==> config.mk <==
export PLATFORM = sky130hd
export DESIGN_NAME = tcw_fifo
export DESIGN_NICKNAME = d
export VERILOG_FILES = /design/src/sv/assert_macros.svh /design/src/sv/tcw_fifo.sv
export SDC_FILE = /design/constraint.sdc
export NUM_CORES = 1
export LEC_CHECK = 0
export BUFFER_PORTS_ARGS = -buffer_cell sky130_fd_sc_hd__clkbuf_2
export CORE_AREA = 2 2 45 47
export CTS_CLUSTER_SIZE = 30
export DETAILED_ROUTE_END_ITERATION = 8
export DIE_AREA = 0 0 47 49
export PLACE_DENSITY = 0.74
export SETUP_SLACK_MARGIN = 0.02
export SKIP_LAST_GASP = 1
export SLEW_MARGIN = 20
export SYNTH_ARGS = -nofsm -noshare
export SYNTH_HDL_FRONTEND = slang
export SYNTH_SLANG_ARGS = --single-unit
==> constraint.sdc <==
create_clock -name clk -period 3.1 [get_ports clk]
set_clock_uncertainty 0.1 [all_clocks]
set_input_delay 0.62 -clock clk [delete_from_list [all_inputs] [get_ports clk]]
set_output_delay 0.62 -clock clk [all_outputs]
set_load 0.01 [all_outputs]
==> src/sv/assert_macros.svh <==
// -----------------------------------------------------------------------------
// Assertion macros
// Shared property forms; clk and rst_n are taken from the using scope.
// -----------------------------------------------------------------------------
`ifndef ASSERT_MACROS_SVH
`define ASSERT_MACROS_SVH

// Same-cycle implication
`define TCW_ASSERT_IMPLY(label, ante, cons, msg) \
    label: assert property (@(posedge clk) disable iff (!rst_n) (ante) |-> (cons)) \
        else $error(msg);

// Next-cycle implication
`define TCW_ASSERT_NEXT(label, ante, cons, msg) \
    label: assert property (@(posedge clk) disable iff (!rst_n) (ante) |=> (cons)) \
        else $error(msg);

`endif

==> src/sv/tcw_fifo.sv <==
// -----------------------------------------------------------------------------
// tcw_fifo
// Small register queue used for the command and result beats.
// -----------------------------------------------------------------------------
module tcw_fifo #(
    parameter int unsigned WIDTH = 8,
    parameter int unsigned DEPTH = 2
) (
    input  logic             clk,
    input  logic             rst_n,
    input  logic             push,
    input  logic [WIDTH-1:0] wr_data,
    output logic             full,
    input  logic             pop,
    output logic [WIDTH-1:0] rd_data,
    output logic             empty
);

    localparam int unsigned PTR_W = (DEPTH > 1) ? $clog2(DEPTH) : 1;
    localparam int unsigned CNT_W = $clog2(DEPTH + 1);

    logic [WIDTH-1:0] slot_reg [DEPTH];
    logic [PTR_W-1:0] wr_ptr_reg, wr_ptr_next;
    logic [PTR_W-1:0] rd_ptr_reg, rd_ptr_next;
    logic [CNT_W-1:0] count_reg, count_next;
    logic             wr_en;
    logic             rd_en;

    assign full    = (count_reg == CNT_W'(DEPTH));
    assign empty   = (count_reg == '0);
    assign wr_en   = push && !full;
    assign rd_en   = pop && !empty;
    assign rd_data = slot_reg[rd_ptr_reg];

    always_comb
    begin
        wr_ptr_next = wr_ptr_reg;
        rd_ptr_next = rd_ptr_reg;
        count_next  = count_reg;
        if (wr_en)
        begin
            wr_ptr_next = (wr_ptr_reg == PTR_W'(DEPTH - 1)) ? '0 : wr_ptr_reg + 1'b1;
        end
        if (rd_en)
        begin
            rd_ptr_next = (rd_ptr_reg == PTR_W'(DEPTH - 1)) ? '0 : rd_ptr_reg + 1'b1;
        end
        if (wr_en && !rd_en)
        begin
            count_next = count_reg + 1'b1;
        end
        else if (rd_en && !wr_en)
        begin
            count_next = count_reg - 1'b1;
        end
    end

    always_ff @(posedge clk or negedge rst_n)
    begin
        if (!rst_n)
        begin
            wr_ptr_reg <= '0;
            rd_ptr_reg <= '0;
            count_reg  <= '0;
        end
        else
        begin
            wr_ptr_reg <= wr_ptr_next;
            rd_ptr_reg <= rd_ptr_next;
            count_reg  <= count_next;
        end
    end

    always_ff @(posedge clk)
    begin
        if (wr_en)
        begin
            slot_reg[wr_ptr_reg] <= wr_data;
        end
    end

endmodule

Yosys cells after proc, flatten, opt, wreduce, memory -nomap -nowiden
Memory sizes are Yosys's and may differ from the RTL's.
Cells that the tools add are included.
Cells by class
  eq/ne operators: 1
  add/subtract/negate cells: 4
  reductions and logical operators: 10
  multiplexer cells: 6
Operators with widths (count)
  $logic_and 1x1->1: 4
  $logic_not 1->1: 4
  $mux 1: 4
  $mux 2: 2
  $add 1x1->1 const B: 2
  $add 2x1->2 const B: 1
  $eq 2x2->1 const B: 1
  $logic_not 2->1: 1
  $reduce_bool 2->1: 1
  $sub 2x1->2 const B: 1
Word-level totals
  output and inout port bits: 10
  memories: 1
  logic and storage cells: 25
  RAM bits: 16
  register bits after elaboration: 4
Memory list
  slot_reg: words 2, width 8, rd ports 1, clocked after memory_dff 0, wr ports 1, line tcw_fifo.sv:22  | logic [WIDTH-1:0] slot_reg [DEPTH];

Longest topological paths before layout
Gate-level depths: netlist of the first run.
  word-level depth: 7
  gate-level depth with buffers: 7

Worst setup path after synthesis of the first run
Ideal clock, no wire load.
  kind: flip-flop to output port
  start: register rd_ptr_reg
  end: output port rd_data[0]
  arrival: 0.864 ns
  setup slack: 1.516 ns
  stages on the path, launching flop included: 3
  required time: 2.380 ns
  cell sequence: dfrtp_1 > buf_2 > mux2_1
On the way
  word-level cells in the longest chain between the ends: 1
RTL lines
  start: declaration: line tcw_fifo.sv:24  | logic [PTR_W-1:0] rd_ptr_reg, rd_ptr_next;
  start signal: assignment: line tcw_fifo.sv:69  | rd_ptr_reg <= rd_ptr_next;
  $mem_v2 2x8
  end: declaration: line tcw_fifo.sv:15  | output logic [WIDTH-1:0] rd_data,
Every way passes these cells.

Worst setup path after layout of the first run
  start: register rd_ptr_reg
  end: output port rd_data[7]
The elaborated chain is that of the path after synthesis.

==> summary.md, run 1 <==
| Metric | Value |
|---|---|
| Status | finished clean |
| Max reg flops | 16 |
| Core Util, Final | 0.5170 |
| Area growth syn-to-layout | 21.76% |
| Pin slew with the least headroom to its limit | 0.6739 ns |
| RSZ-0062 raised after global routing | no |
| Setup tns final | 0 ns |
| Fin crit period | 2.105 ns |
| DIE HEIGHT | 49 um |
| # port buffers | 21 |
| Cells after synthesis | 44 |
| Switching Share | 0.3119 |
| Routed via count | 419 |
| First-pass GRT wire length | 1807 um |
| Net Sw Power | 264.9 uW |
| Tcrit/Tclk final | 0.6789 |
| IO Pins | 22 |
| Clock sink total | 20 |
| Die ar. | 2303 um^2 |
| Sequential share of the synthesized area | 0.7424 |
| Req. time, crit path | 2.38 ns |
| Fmax | 0.4752 GHz |
| Synthesized area per cell | 17.77 um^2 |
| Clock root buffer | clkbuf_4 |
| WP data arrival | 1.38 ns |
| Initial Utilization | 0.4246 |
| Clock latency on the worst-skew pair | 0.29 ns |
| Crit path launch type | flip-flop |
| Mapped Nets | 57 |
| Yosys top cell area share | 0.6144 |
| Pins Over Slew Limit | 0 |
| Largest cells by area after synthesis | edfxtp_1, dfrtp_1, mux2_1, mux2_2, xnor2_1 |
| Vias in the first global route | 429 |
| Synth warn | 0 |
| Worst min path class | input port to async pin |
| Overflow after GRT | 0 |
| Drt first-iter violations | 6 |
| Number of synthesized register bits | 20 |
| Routability cong. | 0.6874 |
| Reg2reg start | count_reg[0] |
| Core area | 1842 um^2 |
| Worst reg-to-reg path cell count | 3 |
| Design area | 952.2 um^2 |
| Largest net degree at the start of global routing | 12 |
| Die span in x | 47 um |
| Leakage | 0.3986 nW |
| Fin. Hold Viols | 0 |
| Clk buf depth | 2 |
| DRC viols | 0 |
| Clock network power share | 0.169 |
| Final nets | 82 |
| Synth area leader | edfxtp_1 |
| Share of layout cells above drive strength 1 | 0.4265 |
| CTS Hold Buffers Added | 0 |
| Diode count | 0 |
| FF-to-FF setup slack | 1.38 ns |
| Clock Pin Slew Worst Setup and Hold Paths | 0.10 ns |
| Placed inst area | 915.9 um^2 |
| Worst Setup Path Type | flip-flop to primary output |
| Gr usage total | 0.1154 |
| Critical R2R Capture | slot_reg[0][1] |
| Cell Int Power | 584.3 uW |
| Unique masters post-synth | 15 |
| Sequential Power Share | 0.512 |
| Max_cap viols | 0 |
| Post-synthesis cell area | 782.0 um^2 |
| Setup Fix Bufs, Post-CTS | 0 |
| Max_slew headroom | 0.5491 |
| Row count | 16 |
| Post-CTS resize count | 0 |
| Tot Pwr | 849.1 uW |
| Final setup viols | 0 |
| First-pass DRT Iterations | 3 |
| H-tree level count | 1 |
| Number of routed nets with antenna violations | 0 |
| Wire per inst | 11.81 um |
| Avg Vias per Cell | 4.411 |
| CP Capture Type | primary output |
| CTS tree | built |
| Routed WL | 1122 um |
| Worst-path maximum fanout | 9 |
| Combinational power share | 0.319 |
| Initial antenna violation count | 0 |
| Peak supply drop | 462.0 uV |
| Filler cells | 169 |
| CTS Buf Count | 3 |
| Power density over the cells | 891.8 nW/um^2 |
-- cells by family (layout without fill, tap and decap cells) --
logic type,after synthesis,after routing,share of synthesized area
buffers and inverters,3,27,0.01600
XOR/XNOR,5,5,0.06561
multiplexers,8,8,0.1152
adder cells (fa/ha/maj),1,1,0.01600
flip-flops,20,20,0.7424
AO/OA/AOI/OAI,1,1,0.006394
AND/OR/NAND/NOR,6,6,0.03841
-- metrics by stage --
stage / setup WS, ns / hold WS (ns) / instances
final: 0.9955 / 0.02266 / 95
after global routing: 0.8902 / 0.002051 / 95
after CTS: 0.9655 / 0.01849 / 95
after detailed placement: 1.275 / 0.3380 / 91
after global placement: 1.285 / 0.3343 / 91
after floorplan: 1.516 / 0.2244 / 44
-- critical path, cell delays in order (launching register included) --
cell	delay [ns]
dfrtp_1	0.59
mux2_2	0.38
clkbuf_2	0.12
-- power groups by stage --
stage               registers, mW  logic, mW  clock network (mW)
global route                0.448      0.302               0.159
detailed placement          0.443      0.274                   0
floorplan                   0.409      0.212                   0
global placement            0.436      0.271                   0
finish                      0.435      0.271               0.143
CTS                         0.436      0.276               0.146
-- layer usage --
metal / vias to the layer above / share of wire / track usage / wire length [um]
li1: 205 / - / - / -
met1: 197 / 0.47 / 0.1521 / 525
met2: 15 / 0.46 / 0.1621 / 513
met3: 2 / 0.065 / 0.03704 / 73
met4: 0 / 0.0080 / 0.06944 / 9
met5: - / 0 / 0 / 0
-- synthesized netlist by cell type --
cell type  instances
edfxtp_1          16
mux2_1             6
dfrtp_1            4
nor2_1             3
inv_1              2
mux2_2             2
xnor2_1            2
xor2_1             2
and3_1             1
buf_2              1
ha_1               1
nand2_2            1
nand2b_1           1
o21ai_1            1
xnor2_2            1
-- worst max path at each step --
| stage | to | from |
|---|---|---|
| 5_1_grt | rd_data[7] | rd_ptr_reg |
| 4_1_cts | rd_data[4] | rd_ptr_reg |
| 2_1_floorplan | rd_data[0] | rd_ptr_reg |
| 6_report | rd_data[7] | rd_ptr_reg |
| 3_5_place_dp | slot_reg[0][5] | push |
| 3_3_place_gp | slot_reg[0][5] | push |
-- placed cells by master (no fill, tap or decap) --
cell / instances
and3_1: 1
clkbuf_2: 21
clkbuf_4: 3
clkbuf_8: 1
dfrtp_1: 4
edfxtp_1: 16
ha_1: 1
inv_1: 2
mux2_1: 6
mux2_2: 2
nand2_2: 1
nand2b_1: 1
nor2_1: 3
o21ai_1: 1
xnor2_1: 2
xnor2_2: 1
xor2_1: 2
-- final cells by class --
class                   count  area [um^2]  area share
flip-flops and latches     20        580.6      0.6097
multi-input cells          21        188.9      0.1984
repair buffers             21        105.1      0.1104
clock buffers               4        36.28     0.03811
well taps                  27        33.78     0.03548
inverters                   2        7.507    0.007884
Note: power is estimated with default switching activity, not from simulation.
==> inputs of run 2 (changes only) <==
- CORE_AREA: 2 2 45 47 -> 2 2 46 48
- DIE_AREA: 0 0 47 49 -> 0 0 48 50
- clock period: 3.1 -> 1.9 ns (I/O delays scaled with it)
==> summary.md, run 2 (synthesis gave the netlist of run 1 again) <==
| Metric | Value |
|---|---|
| Status | finished clean |
| Tcrit/Tclk final | 0.9353 |
| Clk buf depth | 2 (unchanged) |
| Met2 Routed Length | 534 um (+4.1%) |
| Tot Pwr | 1.499 mW (+77%) |
| Fmax | 0.5628 GHz |
| Fin. Hold Viols | 0 (unchanged) |
| Die span in x | 48 um (+2.1%) |
| Final setup viols | 0 (unchanged) |
| Gr usage total | 0.1081 (-0.007352) |
| First-pass DRT Iterations | 4 (+1) |
| CTS tree | built |
| Final Worst Setup Slack | 0.1230 ns (-0.8724 ns) |
| Hold path cells | 1 |
| Design area | 987.2 um^2 (+3.7%) |
| Initial Utilization | 0.4112 (-0.01341) |
| Power density over the cells | 1519 nW/um^2 (+70%) |
| Placed inst area | 923.4 um^2 (+0.82%) |
| Core area | 1902 um^2 (+3.3%) |
| Clock latency on the worst-skew pair | 0.29 ns (about the same) |
| Setup tns final | 0 ns (unchanged) |
| Drt first-iter violations | 3 (-3) |
| First-pass GRT wire length | 1690 um (-6.5%) |
| Crit path launch type | flip-flop |
| Switching Share | 0.2917 (-0.02018) |
| Commonest non-fill, non-tap cell in the layout | clkbuf_2 |
| Met3 WL | 54 um (-26%) |
| Net Sw Power | 437.4 uW (+65%) |
| Sequential Power Share | 0.472 (-0.040) |
| CTS Buf Count | 3 (unchanged) |
| Pin slew with the least headroom to its limit | 0.3713 ns (-0.3026 ns) |
| Hold_ws | 0.1663 ns (+0.1436 ns) |
| Number of routed nets with antenna violations | 0 (unchanged) |
| Peak supply drop | 929.0 uV (+100%) |
| Final nets | 84 (+2.4%) |
| Worst Setup Path Type | flip-flop to primary output |
| Max_cap viols | 0 (unchanged) |
| DP Wirelength | 845.5 um |
| RSZ-0062 raised after global routing | no |
| Worst min path class | input port to flip-flop |
| Row count | 16 (unchanged) |
| Max_slew headroom | 0.7525 (+0.2034) |
| Placed cell count | 92 (+1.1%) |
| DRC viols | 0 (unchanged) |
| H-tree level count | 1 (unchanged) |
| Pre-CTS setup slack | 0.3324 ns (-0.9430 ns) |
| Clock sink total | 20 (unchanged) |
| Initial antenna violation count | 0 (unchanged) |
| Clock network power share | 0.225 (+0.056) |
| Routed WL | 1120 um (-0.18%) |
| Setup Fix Bufs, Post-CTS | 0 (unchanged) |
| Req. time, crit path | 1.42 ns (-0.96 ns) |
| Clock root buffer | clkbuf_4 |
| Worst reg-to-reg path cell count | 6 (+3) |
| Area growth syn-to-layout | 26.24% |
| Wire per inst | 11.55 um (-2.2%) |
| Cell Int Power | 1.062 mW (+82%) |
| Most frequent cells in the layout | clkbuf_2, edfxtp_1, mux2_1 |
| Routability cong. | 0.6538 (-4.9%) |
| Worst-path maximum fanout | 9 (unchanged) |
| Diode count | 0 (unchanged) |
| IO Pins | 22 (unchanged) |
| Highest metal used | met4 |
| DRT met1 WL | 493 um (-6.1%) |
| CP Capture Type | primary output |
| Combinational power share | 0.303 (-0.016) |
| # port buffers | 21 (unchanged) |
| Routed via count | 423 (+0.95%) |
| Clock Pin Slew Worst Setup and Hold Paths | 0.11 ns (about the same) |
| Max reg flops | 16 (unchanged) |
| Avg Vias per Cell | 4.361 (-1.1%) |
| Fin crit period | 1.777 ns |
| Pins Over Slew Limit | 0 (unchanged) |
| Non-filler instance count after layout | 97 (+2.1%) |
| WP data arrival | 1.30 ns (-0.08 ns) |
| Leakage | 0.4140 nW (+3.8%) |
| Share of layout cells above drive strength 1 | 0.4429 (+0.01639) |
| Vias in the first global route | 392 (-8.6%) |
| Die ar. | 2400 um^2 (+4.2%) |
| Core Util, Final | 0.5191 (+0.002095) |
| Largest net degree at the start of global routing | 13 (+1) |
| DIE HEIGHT | 50 um (+2.0%) |
| Overflow after GRT | 0 (unchanged) |
-- run 2: changes by cell type in the layout (fill, tap and decap cells not counted), sizes merged --
cell and change:
buf +1, bufinv +1, dlygate4sd3 +1, clkbuf -1
-- run 2: final timing paths --
path                               from              to  slack [ns]
max                          rd_ptr_reg      rd_data[6]        0.12
min                          wr_data[0]  slot_reg[1][0]        0.17
max reg2reg                count_reg[0]    count_reg[1]        0.33
min reg2reg                count_reg[1]    count_reg[1]        0.43
max in group asynchronous         rst_n      rd_ptr_reg        1.24
min in group asynchronous         rst_n      wr_ptr_reg        0.31
-- run 2: cell type report --
type / instances / area (um^2)
tap: 27 / 33.78
clock buffer: 3 / 22.52
multi-input combinational: 21 / 188.9
inverter: 2 / 7.507
clock inverter: 1 / 30.03
fill: 168 / 914.6
sequential: 20 / 581.8
timing repair buffer: 23 / 122.6
-- run 2: critical path: stages, from the launching register on --
cell and delay (ns):
dfrtp_2 0.51, mux2_1 0.36, clkbuf_2 0.13
-- run 2: repair_timing --
action / 4_1_cts / 5_1_grt
endpoints found under the hold margin: 4 / 0
hold buffers: 1 / 0
setup endpoints to repair: 5 / 0
resized for setup: 1 / 0
-- run 2: power groups by stage --
stage	Combinational, mW	Sequential (mW)	Clock (mW)
3_3_place_gp	0.453	0.712	0
3_5_place_dp	0.462	0.718	0
5_1_grt	0.510	0.726	0.367
2_1_floorplan	0.346	0.668	0
4_1_cts	0.467	0.711	0.344
6_report	0.454	0.708	0.337
-- run 2: routing by layer --
layer,vias up,GRT usage
li1,210,-
met1,192,0.1319
met2,17,0.1467
met3,4,0.03297
met4,0,0.09459
met5,-,0
