### src/sv/assert_macros.svh
// -----------------------------------------------------------------------------
// Assertion macros
// Shared property forms; clk and rst_n are taken from the using scope.
// -----------------------------------------------------------------------------
`ifndef ASSERT_MACROS_SVH
`define ASSERT_MACROS_SVH

// Same-cycle implication
`define TCW_ASSERT_IMPLY(label, ante, cons, msg) \
    label: assert property (@(posedge clk) disable iff (!rst_n) (ante) |-> (cons)) \
        else $error(msg);

// Next-cycle implication
`define TCW_ASSERT_NEXT(label, ante, cons, msg) \
    label: assert property (@(posedge clk) disable iff (!rst_n) (ante) |=> (cons)) \
        else $error(msg);

`endif

### src/sv/tcw_pkg.sv
// -----------------------------------------------------------------------------
// tcw_pkg
// Character codes, command classes and queue beat layouts of the console.
// -----------------------------------------------------------------------------
package tcw_pkg;

    localparam int unsigned CHAR_W = 8;
    localparam int unsigned ADDR_W = 11;
    localparam int unsigned DATA_W = 16;

    localparam logic [CHAR_W-1:0] CH_BLANK = 8'h20;
    localparam logic [CHAR_W-1:0] CH_BS    = 8'h08;
    localparam logic [CHAR_W-1:0] CH_TAB   = 8'h09;
    localparam logic [CHAR_W-1:0] CH_LF    = 8'h0A;
    localparam logic [CHAR_W-1:0] CH_CR    = 8'h0D;

    localparam logic [1:0] FUNC_PUT   = 2'd0;
    localparam logic [1:0] FUNC_READ  = 2'd1;
    localparam logic [1:0] FUNC_CLEAR = 2'd2;

    typedef enum logic [2:0] {
        CMD_NOP,
        CMD_PUT,
        CMD_BS,
        CMD_TAB,
        CMD_CR,
        CMD_LF,
        CMD_READ,
        CMD_CLEAR
    } cmd_kind_t;

    typedef struct packed {
        cmd_kind_t           kind;
        logic [CHAR_W-1:0]   ch;
        logic [ADDR_W-1:0]   addr;
        logic                read_ok;
    } cmd_t;

    typedef struct packed {
        logic [ADDR_W-1:0]   cursor_pos;
        logic [DATA_W-1:0]   cell_data;
    } res_t;

endpackage

### src/sv/tcw_front.sv
// -----------------------------------------------------------------------------
// tcw_front
// Classifies an incoming item into a command for the execution side.
// -----------------------------------------------------------------------------
module tcw_front import tcw_pkg::*; #(
    parameter int unsigned COLS = 80,
    parameter int unsigned ROWS = 25
) (
    input  logic [1:0]        func,
    input  logic [CHAR_W-1:0] char_byte,
    input  logic [ADDR_W-1:0] cell_addr,
    output cmd_t              cmd
);

    localparam int unsigned NCELLS = COLS * ROWS;

    always_comb
    begin
        cmd.ch      = char_byte;
        cmd.addr    = cell_addr;
        cmd.read_ok = (32'(cell_addr) < NCELLS);
        case (func)
            FUNC_PUT:
            begin
                case (char_byte)
                    CH_BS:   cmd.kind = CMD_BS;
                    CH_TAB:  cmd.kind = CMD_TAB;
                    CH_CR:   cmd.kind = CMD_CR;
                    CH_LF:   cmd.kind = CMD_LF;
                    default: cmd.kind = CMD_PUT;
                endcase
            end
            FUNC_READ:  cmd.kind = CMD_READ;
            FUNC_CLEAR: cmd.kind = CMD_CLEAR;
            default:    cmd.kind = CMD_NOP;
        endcase
    end

endmodule

### config.mk
export PLATFORM = sky130hd
export DESIGN_NAME = tcw_front
export DESIGN_NICKNAME = d
export VERILOG_FILES = /design/src/sv/assert_macros.svh /design/src/sv/tcw_pkg.sv /design/src/sv/tcw_front.sv
export SDC_FILE = /design/constraint.sdc
export NUM_CORES = 1
export LEC_CHECK = 0
export BUFFER_PORTS_ARGS = -buffer_cell sky130_fd_sc_hd__buf_2
export CORE_AREA = 2 2 39 41
export DETAILED_ROUTE_END_ITERATION = 12
export DIE_AREA = 0 0 41 43
export PLACE_DENSITY = 0.66
export SLEW_MARGIN = 20
export SYNTH_ARGS = -nofsm -noshare
export SYNTH_HDL_FRONTEND = slang
export SYNTH_SLANG_ARGS = --single-unit
export TNS_END_PERCENT = 1
### constraint.sdc
create_clock -name vclk -period 1.3
set_input_delay 0.26 -clock vclk [all_inputs]
set_output_delay 0.26 -clock vclk [all_outputs]
set_load 0.1 [all_outputs]
=== Word-level counts from Yosys, hierarchy flattened ===
Cells that the tools add are included.
Widths: inputs -> output; s select.

* Equality and inequality tests: 6
* Muxes and demuxes: 2
* Magnitude comparators: 1
* Reductions and logical operators: 1

{| class="wikitable"
|+ Operators with widths
! cell !! number
|-
| $eq 8x4->1 const B || 4
|-
| $pmux 3 s4 || 1
|-
| $lt 11x11->1 const B || 1
|-
| $pmux 3 s3 || 1
|-
| $eq 2x1->1 const B || 1
|-
| $eq 2x2->1 const B || 1
|-
| $logic_not 2->1 || 1
|}

* Input bits: 21
* Output and inout bits: 23
* Bits in registers: 0

=== Logic depth before layout (Yosys ltp) ===
Gate-level depths: netlist (run 1).

* Word-level depth: 3
* Depth in mapped cells: 5

=== Least setup slack after synthesis (run 1) ===
No wires, ideal clock.

* Path kind: input to output
* From: in func[0]
* To: out cmd[21] (netlist name)
* Path slack: -2600 ps
* Arrival time: 3640 ps
* Data required time: 1040 ps
* Stages on the path: 4
* Path buffers: 0
* Cells stage by stage: inv_1 -> ha_1 -> inv_1 -> o41ai_1

{| class="wikitable"
|+ RTL lines
! element !! RTL line !! text
|-
| from (decl) || tcw_front.sv:9 || <nowiki>input logic [1:0] func,</nowiki>
|-
| to (decl) || tcw_front.sv:12 || <nowiki>output cmd_t cmd</nowiki>
|}

==> results of run 1 <==
==> per-layer routing <==
metal / part of all wire (%) / vias to the layer above
met3: 14 / 0
met1: 27 / 150
li1: - / 173
met4: 0 / 0
met2: 58 / 31
met5: 0 / -
==> cells in the mapped netlist <==
master     number
and3_1          1
inv_1           3
and3b_2         1
nor3b_2         1
o41ai_1         1
ha_1            2
nand2_1         2
o21ai_1         1
nor4bb_1        1
nor3_2          1
a311oi_1        1
o2111ai_1       1
buf_4          19
xnor2_1         1
nor2_1          1
a21oi_1         1
a21o_1          1
nand2b_1        1
==> layout make-up <==
cell class         count  area share (%)
multi-input cells     18            27.7
well taps             16            2.46
inverters              3            1.38
repair buffers        46            68.5
==> what timing repair did <==
item | 4_1_cts | 5_1_grt
pin swaps | 5 | 2
setup endpoints to repair | 3 | 3
resized for setup | 12 | 3
setup buffers | 0 | 0
hold buffers | 0 | 0
==> final timing paths <==
check / endpoint / slack [ns] / from
setup / recovery: cmd[22] / -0.20 / func[1]
hold / removal: cmd[1] / 0.52 / cell_addr[0]
==> stage by stage <==
| step | TNS, ns | util (%) |
|---|---|---|
| detailed placement | -0.820 | 53.8 |
| CTS | -0.606 | 57.6 |
| floorplan | -1.76 | - |
| finish | -0.539 | 58.8 |
| global route | -0.701 | 58.8 |
| global placement | -0.712 | 53.8 |
==> logic make-up after synthesis <==
logic type	after synthesis
buffers and inverters	22
adders and majority gates	2
AOI/OAI and AO/OA	6
and+or+nand+nor	9
xor gates and xnor gates	1
==> where the power goes <==
group          total (uW)  switching (uW)  internal [uW]
clock network           0               0              0
logic                 532             333            198
registers               0               0              0
total                 532             333            198
==> results_dict.tcl, run 1 <==
set metrics [dict create \
    ir_worst_vdd_mv 0.285 \
    hp-class "in2out" \
    crit_chain "buf_8 > ha_4 > nor4bb_4 > nand2_1 > o21ai_2 > buf_12" \
    wl_per_cell_um 11.3 \
    failed_checks "setup timing" \
    core.rowCount 14 \
    synth_area_um2 298 \
    fin_crit_ns 1.50 \
    ys_seq_area_share_pct 0 \
    yosys_warnings 0 \
    grt_overflow 0 \
    synth_top_family_by_area "buffers and inverters" \
    synth_top_cells_by_area "buf_4 (48%), ha_1 (8.4%), nor3b_2 (4.2%), inv_1 (3.8%), and3b_2 (3.4%)" \
    outcome "finished with violations" \
    layout-drive-gt1-share_pct 86.6 \
    place_area_um2 744 \
    final_common_cell "buf_12" \
    seqCellArea_um2 0 \
    grt_pass1_wl_um 1620 \
    grt.total_usage_pct 12.7 \
    path_class "in2out" \
    wl_um 937 \
    muxShareOfSynthArea_pct 0 \
    dpl.hpwl_um 830 \
    synth_compound_area_share_pct 14.7 \
    grtUsageMet2_pct 24.4 \
    setup-violations-final 3 \
    p_leak_uw 0.000390 \
    yosysUniqueCellTypes 18 \
    post-route-period-util_pct 115 \
    ios 44 \
    cp_num_cells 6 \
    drv_cap 0 \
    die-area_um2 1760 \
    numSequentialCells 0 \
    fp.coreArea_um2 1380 \
    yosysTopAreaCell "buf_4" \
    fp.dieH_um 43 \
    synth.top_cell.area_share_pct 47.9 \
    worst_slew_pin_slew_ns 0.297 \
    end_kind "output port" \
    clock_buffers 0 \
    cpLargestDelayFamily "simple AND/OR/NAND/NOR gates" \
    fmax_mhz 667 \
    critPathSlowestCell "nor4bb_4" \
    grt_max_degree 5 \
    route.vias.total 354 \
    initial_core_util_pct 21.5 \
    synthSimpleGateAreaFrac_pct 22.3 \
    whs_ns 0.520 \
    syn-num-nets 63 \
    io_buffers 36 \
    grt-busiest-layer "met2" \
    cp.arrival_ns 1.24 \
    die_w_um 41 \
    grt_use_met1_pct 14.2 \
    grt_util_met3_pct 2.09 \
    slew_headroom_pct 80.1 \
    remaining_drc_errors 0 \
    synthCells 40 \
    drtAntennaViolNets 0 \
    synth_xor_area_share_pct 2.94 \
    synthAdderAreaFrac_pct 8.40 \
    max_stage_delay_ns 0.26 \
    hold_viol 0 \
    gp_congestion 0.675 \
    cp.buffers_inverters 2 \
    firstDrtPassIters 4 \
    final_cell_mix "buf_12 (19), buf_2 (15), buf_4 (10)" \
    critPathRequiredTime_ns 1.04 \
    n_antenna_cell 0 \
    finalNonFillerCells 83 \
    fin_ws_ns -0.200 \
    fillers 111 \
    multi_input_area_um2 225 \
    viasPerCell 4.27 \
    whs_path_depth 0 \
    dp_slack_ns -0.339 \
    finalInstanceArea_um2 813 \
    critical_path.max_fanout 3 \
    areaGrowthSynthToFinish_pct 173 \
    drv_slew 0 \
    finalPower_uw 532 \
    grt_pass1_vias 427 \
    worst_setup_path_start_kind "input pin" \
    synth.avg_cell_area_um2 7.44 \
    drt-initial-drc-count 1 \
    power_per_cell_area_nw_per_um2 654 \
    rsz0062_at_grt "yes" \
    finalNetCount 92 \
    dp_cells 83 \
    antenna_found_initial 0 \
]
No activity file was read; power rests on OpenSTA's default activity.
==> run 2: changes to the inputs <==
--- a/config.mk
+++ b/config.mk
@@ -10,6 +10,7 @@
 export DETAILED_ROUTE_END_ITERATION = 12
 export DIE_AREA = 0 0 41 43
 export PLACE_DENSITY = 0.66
+export RECOVER_POWER = 50
 export SLEW_MARGIN = 20
 export SYNTH_ARGS = -nofsm -noshare
 export SYNTH_HDL_FRONTEND = slang
==> run 2 against run 1 <==
The run still ends with setup timing left. Flip-flop and latch count stayed put. Sequential share of layout area stayed put. Critical path depth stayed put. Maximum frequency hardly changed. Total power is 6.9% lower. Via count stayed put. Cell count stayed put. Non-clock buffer count stayed put. Utilization is 6.5 points lower. Combinational power is 7.0% lower. Wire length is 0.85% lower. Worst setup slack hardly changed. Critical path type unchanged. Largest power group unchanged.
==> results_dict.tcl, run 2 (synthesis gave the netlist of run 1 again) <==
set metrics [dict create \
    critical_path.max_fanout 3 \
    fin_crit_ns 1.50 \
    post-cts-setup-buffers 0 \
    hp-class "in2out" \
    fmax_mhz 667 \
    critPathRequiredTime_ns 1.04 \
    fin_ws_ns -0.200 \
    dr_wl_met2_um 542 \
    outcome "finished with violations" \
    ir_worst_vdd_mv 0.264 \
    fp.coreArea_um2 1380 \
    failed_checks "setup timing" \
    finalPower_uw 495 \
    finalNetCount 92 \
    route.vias.total 354 \
    drt-initial-drc-count 1 \
    cp.arrival_ns 1.24 \
    wl_per_cell_um 11.2 \
    core.rowCount 14 \
    grt_overflow 0 \
    grt_pass1_wl_um 1620 \
    min_from "cell_addr[0]" \
    final_cell_mix "buf_2 (15), buf_12 (13), buf_4 (10)" \
    met1_length_um 263 \
    numSequentialCells 0 \
    clockPowerShare_pct 0 \
    fp.dieH_um 43 \
    grt_pass1_vias 427 \
    clock_buffers 0 \
    worst_setup_path_start_kind "input pin" \
    slew_headroom_pct 63.7 \
    layout-drive-gt1-share_pct 86.6 \
    startpoint "func[1]" \
    gp_congestion 0.675 \
    final_common_cell "buf_2" \
    power_per_cell_area_nw_per_um2 685 \
    place_area_um2 744 \
    initial_core_util_pct 21.5 \
    hold_viol 0 \
    end_kind "output port" \
    drv_slew 0 \
    drv_cap 0 \
    io_buffers 36 \
    p_seq_share_pct 0 \
    post-route-period-util_pct 115 \
    firstDrtPassIters 4 \
    ctsHoldBuffers 0 \
    finalInstanceArea_um2 723 \
    intPower_uw 167 \
    dpl.hpwl_um 830 \
    remaining_drc_errors 0 \
    die-area_um2 1760 \
    wl_um 929 \
    setup-violations-final 3 \
    p_sw_share_pct 66.2 \
    top_layer_used "met3" \
    p_leak_uw 0.000359 \
    areaGrowthSynthToFinish_pct 143 \
    antenna_found_initial 0 \
    grt_max_degree 5 \
    drtAntennaViolNets 0 \
    path_class "in2out" \
    worst_slew_pin_slew_ns 0.547 \
    die_w_um 41 \
    seqCellArea_um2 0 \
    viasPerCell 4.27 \
    met3WireLength_um 123 \
    n_antenna_cell 0 \
    p_sw_uw 328 \
    rsz0062_at_grt "yes" \
    ios 44 \
    p_comb_share_pct 100.0 \
    grt.total_usage_pct 12.7 \
    whs_ns 0.520 \
]
[run 2: changes by cell type in the layout (fill, tap and decap cells not counted)]
cell and delta:
buf_12 -6, clkbuf_2 +6
[run 2: final cells by class]
type	count	area, um2
Fill cell	120	661
Inverter	3	11.3
Multi-Input combinational cell	18	225
Tap cell	16	20.0
Timing Repair Buffer	46	467
[run 2: worst paths after layout]
path | endpoint | slack, ns | cells after the start
max | cmd[22] | -0.20 | 6
min | cmd[1] | 0.52 | 0
[run 2: through the flow]
| step | utilization, % | worst slack, ns | cells | TNS [ns] |
|---|---|---|---|---|
| 2_1_floorplan | - | -0.648 | 40 | -1.76 |
| 3_3_place_gp | 53.8 | -0.259 | 83 | -0.712 |
| 3_5_place_dp | 53.8 | -0.339 | 83 | -0.820 |
| 4_1_cts | 57.6 | -0.227 | 83 | -0.606 |
| 5_1_grt | 52.3 | -0.262 | 83 | -0.701 |
| 6_report | 52.3 | -0.200 | 83 | -0.539 |
[run 2: repair_timing]
action	in CTS	in global routing
pin swaps	5	2
setup endpoints to repair	3	3
gates resized for setup	12	3
gates cloned	0	0
[run 2: per-layer routing]
metal | up-vias | GRT usage [%]
met5 | - | 0
met3 | 0 | 2.09
met1 | 150 | 14.2
met4 | 0 | 0
met2 | 31 | 24.4
li1 | 173 | -
[run 2: power by group through the flow]
stage	registers (uW)	logic (uW)	clock network, uW
finish	0	495	0
global route	0	512	0
CTS	0	528	0
detailed placement	0	512	0
global placement	0	508	0
floorplan	0	382	0
[run 2: critical path, cell delays in order]
cell      delay (ns)
buf_8           0.10
ha_4            0.16
nor4bb_4        0.26
nand2_1         0.09
o21ai_2         0.17
buf_12          0.19
==> run 3: changes to the inputs <==
--- a/config.mk
+++ b/config.mk
@@ -5,11 +5,12 @@
 export SDC_FILE = /design/constraint.sdc
 export NUM_CORES = 1
 export LEC_CHECK = 0
+export ABC_AREA = 1
 export BUFFER_PORTS_ARGS = -buffer_cell sky130_fd_sc_hd__buf_2
 export CORE_AREA = 2 2 39 41
 export DETAILED_ROUTE_END_ITERATION = 12
 export DIE_AREA = 0 0 41 43
-export PLACE_DENSITY = 0.66
+export PLACE_DENSITY = 0.7
 export RECOVER_POWER = 50
 export SLEW_MARGIN = 20
 export SYNTH_ARGS = -nofsm -noshare
==> run 3 against run 2 <==
The flow still finishes with violations (setup timing). Sequential share of layout area stayed put. Flip-flop and latch count did not move. First-iteration DRC count grew to 4.0 times the previous value. Wire length grew 53%. Die area did not move. Final area is 22% higher. Largest power group unchanged.
==> results_dict.tcl, run 3 <==
set metrics [dict create \
    outcome "finished with violations" \
    failed_checks "setup timing" \
    synthCells 62 \
    crit_path_end "cmd[21]" \
    hold_viol 0 \
    route.vias.total 469 \
    power_per_cell_area_nw_per_um2 620 \
    synth.top_cell.area_share_pct 40.0 \
    grt_pass1_wl_um 1990 \
    ys_seq_area_share_pct 0 \
    cp.arrival_ns 1.18 \
    drv_slew 0 \
    hp-class "in2out" \
    crit_chain "buf_8 > nor2_1 > and3_4 > nand3_2 > a21oi_4 > buf_12" \
    end_kind "output port" \
    slew_headroom_pct 63.5 \
    p_leak_uw 0.000440 \
    final_common_cell "buf_12" \
    finalNonFillerCells 107 \
    final_cell_mix "buf_12 (13), buf_4 (12), buf_2 (9)" \
    seqCellArea_um2 0 \
    rsz0062_at_grt "yes" \
    dpl.hpwl_um 1010 \
    firstDrtPassIters 4 \
    remaining_drc_errors 0 \
    layout-drive-gt1-share_pct 87.9 \
    yosysUniqueCellTypes 14 \
    gp_congestion 0.659 \
    worst_slew_pin_slew_ns 0.550 \
    io_buffers 36 \
    fp.dieH_um 43 \
    syn-num-nets 85 \
    max_stage_delay_ns 0.22 \
    initial_core_util_pct 25.8 \
    worst_setup_path_start_kind "input pin" \
    n_antenna_cell 0 \
    synth_area_um2 357 \
    finalNetCount 116 \
    wl_um 1420 \
    fin_ws_ns -0.137 \
    drv_cap 0 \
    drtAntennaViolNets 0 \
    grt_overflow 0 \
    ios 44 \
    startpoint "char_byte[6]" \
    grt.total_usage_pct 15.4 \
    synth_top_cells_by_area "buf_4 (40%), nand2_1 (14%), inv_1 (12%), ha_1 (7.0%), nand3_1 (4.2%)" \
    grt_max_degree 4 \
    fmax_mhz 696 \
    yosys_warnings 0 \
    critPathRequiredTime_ns 1.04 \
    viasPerCell 4.38 \
    utilization_pct 63.9 \
    fp.coreArea_um2 1380 \
    ctsHoldBuffers 0 \
    drt-initial-drc-count 4 \
    die_w_um 41 \
    setup-violations-final 3 \
    yosysTopAreaCell "buf_4" \
    post-route-period-util_pct 111 \
    fillers 111 \
    critical_path.max_fanout 3 \
    yosysMostFrequentCell "buf_4" \
    antenna_found_initial 0 \
    dp_cells 105 \
    critPathSlowestCell "and3_4" \
    die-area_um2 1760 \
    core.rowCount 14 \
    areaGrowthSynthToFinish_pct 148 \
    ir_worst_vdd_mv 0.280 \
    wl_per_cell_um 13.3 \
    fin_crit_ns 1.44 \
    path_class "in2out" \
    synth.avg_cell_area_um2 5.75 \
    ys_top_cells_by_count "buf_4 (19), nand2_1 (13), inv_1 (11), nor2_1 (4), nand3_1 (3)" \
    numSequentialCells 0 \
    grt_pass1_vias 443 \
    clock_buffers 0 \
]
[run 3: cells by family after synthesis]
kind of cell | synth area share [%]
AO/OA/AOI/OAI | 6.32
adder cells (fa/ha/maj) | 7.02
buffers and inverters | 52.6
AND/OR/NAND/NOR | 34.0
[run 3: worst max-delay path: cells and delay by family]
kind,cells,cell delay [ns]
compound gates,1,0.17
simple gates,3,0.45
buf+inv,2,0.29
[run 3: power by group]
group	switching (uW)	internal (uW)	total [uW]
Clock	0	0	0
Combinational	353	196	548
Sequential	0	0	0
Total	353	196	548
[run 3: how the worst min path moves through the flow]
stage | slack [ns] | startpoint | cells past startpoint | to
after CTS | 0.52 | cell_addr[3] | 0 | cmd[4]
after floorplan | 0.73 | cell_addr[9] | 1 | cmd[10]
after detailed placement | 0.52 | cell_addr[3] | 0 | cmd[4]
after global placement | 0.52 | cell_addr[3] | 0 | cmd[4]
final | 0.52 | cell_addr[0] | 0 | cmd[1]
after global routing | 0.52 | cell_addr[0] | 0 | cmd[1]
[run 3: cell type report]
class	instances	area [um2]	area share, %
multi-input cells	31	264	29.8
inverters	12	62.6	7.07
well taps	16	20.0	2.26
repair buffers	48	538	60.8
[run 3: per-stage QoR]
step                      setup TNS, ns  cell area (um2)  hold slack, ns  power (uW)  setup WS (ns)
after detailed placement         -0.478              830           0.521         529         -0.166
after CTS                        -0.159              926           0.521         567        -0.0738
final                            -0.334              885           0.520         548         -0.137
after global placement           -0.350              830           0.521         522         -0.142
after global routing             -0.532              885           0.520         567         -0.209
after floorplan                  -0.497              412           0.732         396         -0.170
[run 3: layer usage]
layer / vias up / track usage [%] / wire length, um
li1: 226 / - / -
met1: 217 / 17.1 / 458
met2: 18 / 29.7 / 834
met3: 8 / 2.09 / 80
met4: 0 / 0.667 / 44
met5: - / 0 / 0
[run 3: timing repair]
item | 4_1_cts | 5_1_grt
pin swaps | 17 | 11
endpoints found under the setup margin | 3 | 3
gates resized for setup | 29 | 17
setup buffers | 2 | 0
